[src/hdl/cpdr_pkg.sv]
package cpdr_pkg;
    localparam int unsigned POOL_DEPTH_DEF   = 64;
    localparam int unsigned BINNED_WIDTH_DEF = 16;
    localparam int unsigned ID_W   = 32;
    localparam int unsigned PREC_W = 32;
    localparam int unsigned RAND_W = 32;
    localparam int unsigned CAP_W  = 7;

    localparam logic OP_INSERT  = 1'b0;
    localparam logic OP_EXTRACT = 1'b1;

    typedef enum logic [3:0] {
        ST_IDLE,
        ST_DIV,
        ST_INS_RD,
        ST_INS_CMP,
        ST_EXT_RD,
        ST_EXT_WALK,
        ST_EXT_LAST,
        ST_EXT_MOVE,
        ST_DONE
    } t_state;
endpackage

[src/hdl/cpdr_mod.sv]
// Restoring remainder unit: one quotient bit per cycle.
module cpdr_mod
    import cpdr_pkg::*;
#(
    parameter int unsigned DW = 40
) (
    input  logic          i_clk,
    input  logic          i_rst_n,
    input  logic          i_go,
    input  logic [31:0]   i_num,
    input  logic [DW-1:0] i_den,
    output logic          o_done,
    output logic [DW-1:0] o_rem
);
    localparam int unsigned CW = $clog2(33);

    logic [DW:0]   r_rem;
    logic [31:0]   r_num;
    logic [DW-1:0] r_den;
    logic [CW-1:0] r_cnt;
    logic          r_busy;
    logic [DW:0]   w_sh;

    assign w_sh  = {r_rem[DW-1:0], r_num[31]};
    assign o_rem = r_rem[DW-1:0];

    always_ff @(posedge i_clk) begin
        if (!i_rst_n) begin
            r_busy <= 1'b0;
            o_done <= 1'b0;
            r_cnt  <= '0;
        end else begin
            o_done <= 1'b0;
            if (i_go) begin
                r_busy <= 1'b1;
                r_cnt  <= CW'(32);
                r_rem  <= '0;
                r_num  <= i_num;
                r_den  <= i_den;
            end else if (r_busy) begin
                r_num <= {r_num[30:0], 1'b0};
                if (w_sh >= {1'b0, r_den}) r_rem <= w_sh - {1'b0, r_den};
                else                       r_rem <= w_sh;
                r_cnt <= r_cnt - 1'b1;
                if (r_cnt == CW'(1)) begin
                    r_busy <= 1'b0;
                    o_done <= 1'b1;
                end
            end
        end
    end
endmodule

[config.mk]
export PLATFORM = sky130hd
export DESIGN_NAME = cpdr_mod
export DESIGN_NICKNAME = d
export VERILOG_FILES = /design/src/hdl/cpdr_pkg.sv /design/src/hdl/cpdr_mod.sv
export SDC_FILE = /design/constraint.sdc
export NUM_CORES = 1
export LEC_CHECK = 0
export ABC_AREA = 1
export CAP_MARGIN = 5
export CORE_MARGIN = 4
export CORE_UTILIZATION = 55
export DETAILED_ROUTE_END_ITERATION = 10
export DONT_BUFFER_PORTS = 1
export PLACE_DENSITY = 0.7
export REMOVE_ABC_BUFFERS = 1
export SLEW_MARGIN = 5
export SYNTH_ARGS = -nofsm -noshare
export SYNTH_HDL_FRONTEND = slang
export SYNTH_SLANG_ARGS = --single-unit
[constraint.sdc]
create_clock -name i_clk -period 3 [get_ports i_clk]
set_input_delay 0.45 -clock i_clk [delete_from_list [all_inputs] [get_ports i_clk]]
set_output_delay 0.45 -clock i_clk [all_outputs]
set_load 0.005 [all_outputs]
==> flow_metrics.env <==
export IMPL_slew_headroom=0.345
export IMPL_timing_final_ws_setup_ns=0.316
export IMPL_start_kind="flip-flop"
export IMPL_clockBufferDepth=2
export IMPL_cts_htree_levels=4
export IMPL_placement_rows=44
export IMPL_intPower_mw=3.97
export IMPL_clkSinkCount=120
export IMPL_avgViaCountPerCell=5.20
export IMPL_initialDrtViolationCount=540
export IMPL_syn_area_um2=8230
export IMPL_setup_viol=0
export IMPL_status="finished, final reports clean"
export IMPL_crit_type="flip-flop to flip-flop"
export IMPL_insertion_delay_ns=0.43
export IMPL_dp_hpwl_um=16000
export IMPL_rsz0062_at_grt="no"
export IMPL_drive_gt1_frac=0.0901
export IMPL_critPathArrivalTime_ns=2.87
export IMPL_pre_cts_slack_ns=0.172
export IMPL_switching_share=0.351
export IMPL_fmax_ghz=0.373
export IMPL_period_minus_slack_ns=2.68
export IMPL_cellPowerDensity_nw_per_um2=674
export IMPL_yosysUniqueCellTypes=42
export IMPL_yosys_warnings=0
export IMPL_crit_path_start="r_rem[13]"
export IMPL_drc=0
export IMPL_fp_dieW_um=130
export IMPL_die_h_um=130
export IMPL_grt_start_max_net_pins=74
export IMPL_cts_tree="yes"
export IMPL_fin_util=0.621
export IMPL_netlist_instances=1104
export IMPL_portBuffers=0
export IMPL_core_area_um2=14600
export IMPL_max_vdd_ir_drop_uv=430
export IMPL_vias=6838
export IMPL_r2r_slack_ns=0.32
export IMPL_globalRouteOverflowTotal=0
export IMPL_grt_pass1_vias=6508
export IMPL_cts_setup_buffers=0
export IMPL_holdWs_ns=0.108
export IMPL_synth_edf_count=112
export IMPL_num_fill_cells=1311
export IMPL_numCtsBuffers=17
export IMPL_dieArea_um2=17000
export IMPL_p_total_mw=6.11
export IMPL_seq_area_um2=3520
export IMPL_final_max_slew_viol_count=0
export IMPL_path_max_fanout=28
export IMPL_synth_avg_cell_area_um2=7.45
export IMPL_synth_top_area_share=0.409
export IMPL_stdcell_count=1316
export IMPL_comb_power_share=0.301
export IMPL_final_area_um2=9060
export IMPL_async_reset_ff_frac=0
export IMPL_leakagePower_nw=4.45
export IMPL_io_pins=116
export IMPL_maxCapViolations=0
export IMPL_worst_slew_pin_slew_ns=0.983
export IMPL_place_congestion=0.986
export IMPL_ant_nets=0
export IMPL_fin_crit_sh=0.895
export IMPL_grt_pass1_wl_um=33000
export IMPL_antenna_found_initial=0
export IMPL_seqPwrFrac=0.357
export IMPL_dp_cells=1283
export IMPL_ff2ff_path_depth=12
export IMPL_diodes=0
export IMPL_clkTransAtPathRegs_ns=0.07
export IMPL_required_ns=3.18
export IMPL_cts_resized_gates=0
export IMPL_p_sw_mw=2.14
export IMPL_firstDrtPassIters=7
export IMPL_synth_seq_area_share=0.428
export IMPL_crit_path_end="r_rem[32]"
export IMPL_finalHoldViolCount=0
export IMPL_syn_to_final_growth_pct=10.1
export IMPL_ys_flop_type="edfxtp_1"
export IMPL_nets=1237
export IMPL_hold_buffers=0
export IMPL_worstHoldStart="i_den[31]"
export IMPL_synth_area_leader_cell="edfxtp_1"
export IMPL_cts_root_buffer="clkbuf_16"
export IMPL_hp_class="primary input to flip-flop"
export IMPL_rr_startpoint="r_rem[13]"
export IMPL_tns_ns=0
export IMPL_fin_skew_ns=0.0158
export IMPL_place_area_um2=8440
export IMPL_routed_wl_um=20800
export IMPL_multi_input_area_um2=3840
export IMPL_worstSetupEndpointType="flip-flop"
export IMPL_grt_usage=0.253
export IMPL_wl_per_cell_um=15.8
export IMPL_r2r_end="r_rem[32]"
export IMPL_clock_power_share=0.342
export IMPL_start_util=0.564
export IMPL_ys_seq_elements=120
export IMPL_netlist_top_cells_area="edfxtp_1 41%, nand2_1 18%, inv_1 8.5%, ha_1 6.4%, nor2_1 5.6%"
-- critical path: stages (launching register included) --
cell      delay (ns)
edfxtp_1        0.45
ha_1            0.40
nand2_1         0.15
nor2_1          0.22
nand2_1         0.08
nand2_1         0.11
nand2_1         0.13
nand3_2         0.13
nand2_4         0.06
nand2_4         0.32
inv_12          0.15
nor2_1          0.17
nor2_1          0.05
-- kinds of logic (layout without fill, tap and decap cells) --
| kind of cell | after synthesis | count (layout) | share of synthesized area |
|---|---|---|---|
| adder cells (fa/ha/maj) | 43 | 43 | 0.0663 |
| AO/OA/AOI/OAI | 87 | 87 | 0.0575 |
| flip-flops | 120 | 120 | 0.428 |
| AND/OR/NAND/NOR | 622 | 622 | 0.318 |
| XOR/XNOR | 23 | 23 | 0.0245 |
| buffers and inverters | 209 | 237 | 0.106 |
-- Yosys cell counts, types with 3 or more instances --
master and instances:
nand4_1 3, o21bai_1 5, nand2_2 9, o21ai_0 16, xor2_1 23, nor3_1 5
edfxtp_1 112, clkbuf_1 10, nand2_1 384, ha_1 42, nor2_2 33, inv_1 186
nand3_1 37, nand3b_1 14, a21oi_1 37, dfxtp_1 8, o21ai_1 19, buf_12 3
nor2_1 123
-- layer usage --
layer / vias to the layer above / track usage / part of all wire
li1: 3487 / - / -
met1: 3117 / 0.344 / 0.47
met2: 208 / 0.399 / 0.44
met3: 26 / 0.0684 / 0.078
met4: 0 / 0.0721 / 0.016
met5: - / 0 / 0
-- power by group through the flow --
stage | logic (mW) | registers [mW] | clock network [mW]
6_report | 1.84 | 2.18 | 2.09
5_1_grt | 2.08 | 2.20 | 2.19
4_1_cts | 1.82 | 2.19 | 2.11
3_5_place_dp | 1.80 | 2.22 | 0
3_3_place_gp | 1.79 | 2.21 | 0
2_1_floorplan | 1.34 | 2.18 | 0
-- state kept, by name, summed over array words and instances, names as in the netlist --
signal  flops
r_rem      40
r_den      40
r_cnt       6
r_busy      1
r_num      32
o_done      1
-- cell type report --
class / instances / share of cell area
flip-flops and latches: 120 / 0.389
well taps: 184 / 0.0254
clock buffers: 23 / 0.0599
clock inverters: 9 / 0.00801
multi-input cells: 775 / 0.424
inverters: 190 / 0.0801
repair buffers: 15 / 0.0138
-- how the worst min path moves through the flow --
stage	slack (ns)	depth (start not counted)	endpoint
floorplan	0.46	2	r_cnt[0]
global placement	0.48	2	r_cnt[0]
detailed placement	0.48	2	r_cnt[0]
CTS	0.1	0	r_den[31]
global route	0.1	0	r_den[31]
finish	0.11	0	r_den[31]
-- layout by cell type, fill, tap and decap left out, types with 16 or more instances in the layout --
cell | netlist | routed
ha_1 | 42 | 42
nand3_1 | 37 | 37
xor2_1 | 23 | 23
a21oi_1 | 37 | 37
o21ai_0 | 16 | 16
inv_1 | 186 | 185
clkbuf_16 | 0 | 21
o21ai_1 | 19 | 19
nand2_1 | 384 | 383
edfxtp_1 | 112 | 112
nor2_1 | 123 | 123
nor2_2 | 33 | 33
Power figures use the tool's default switching activity.
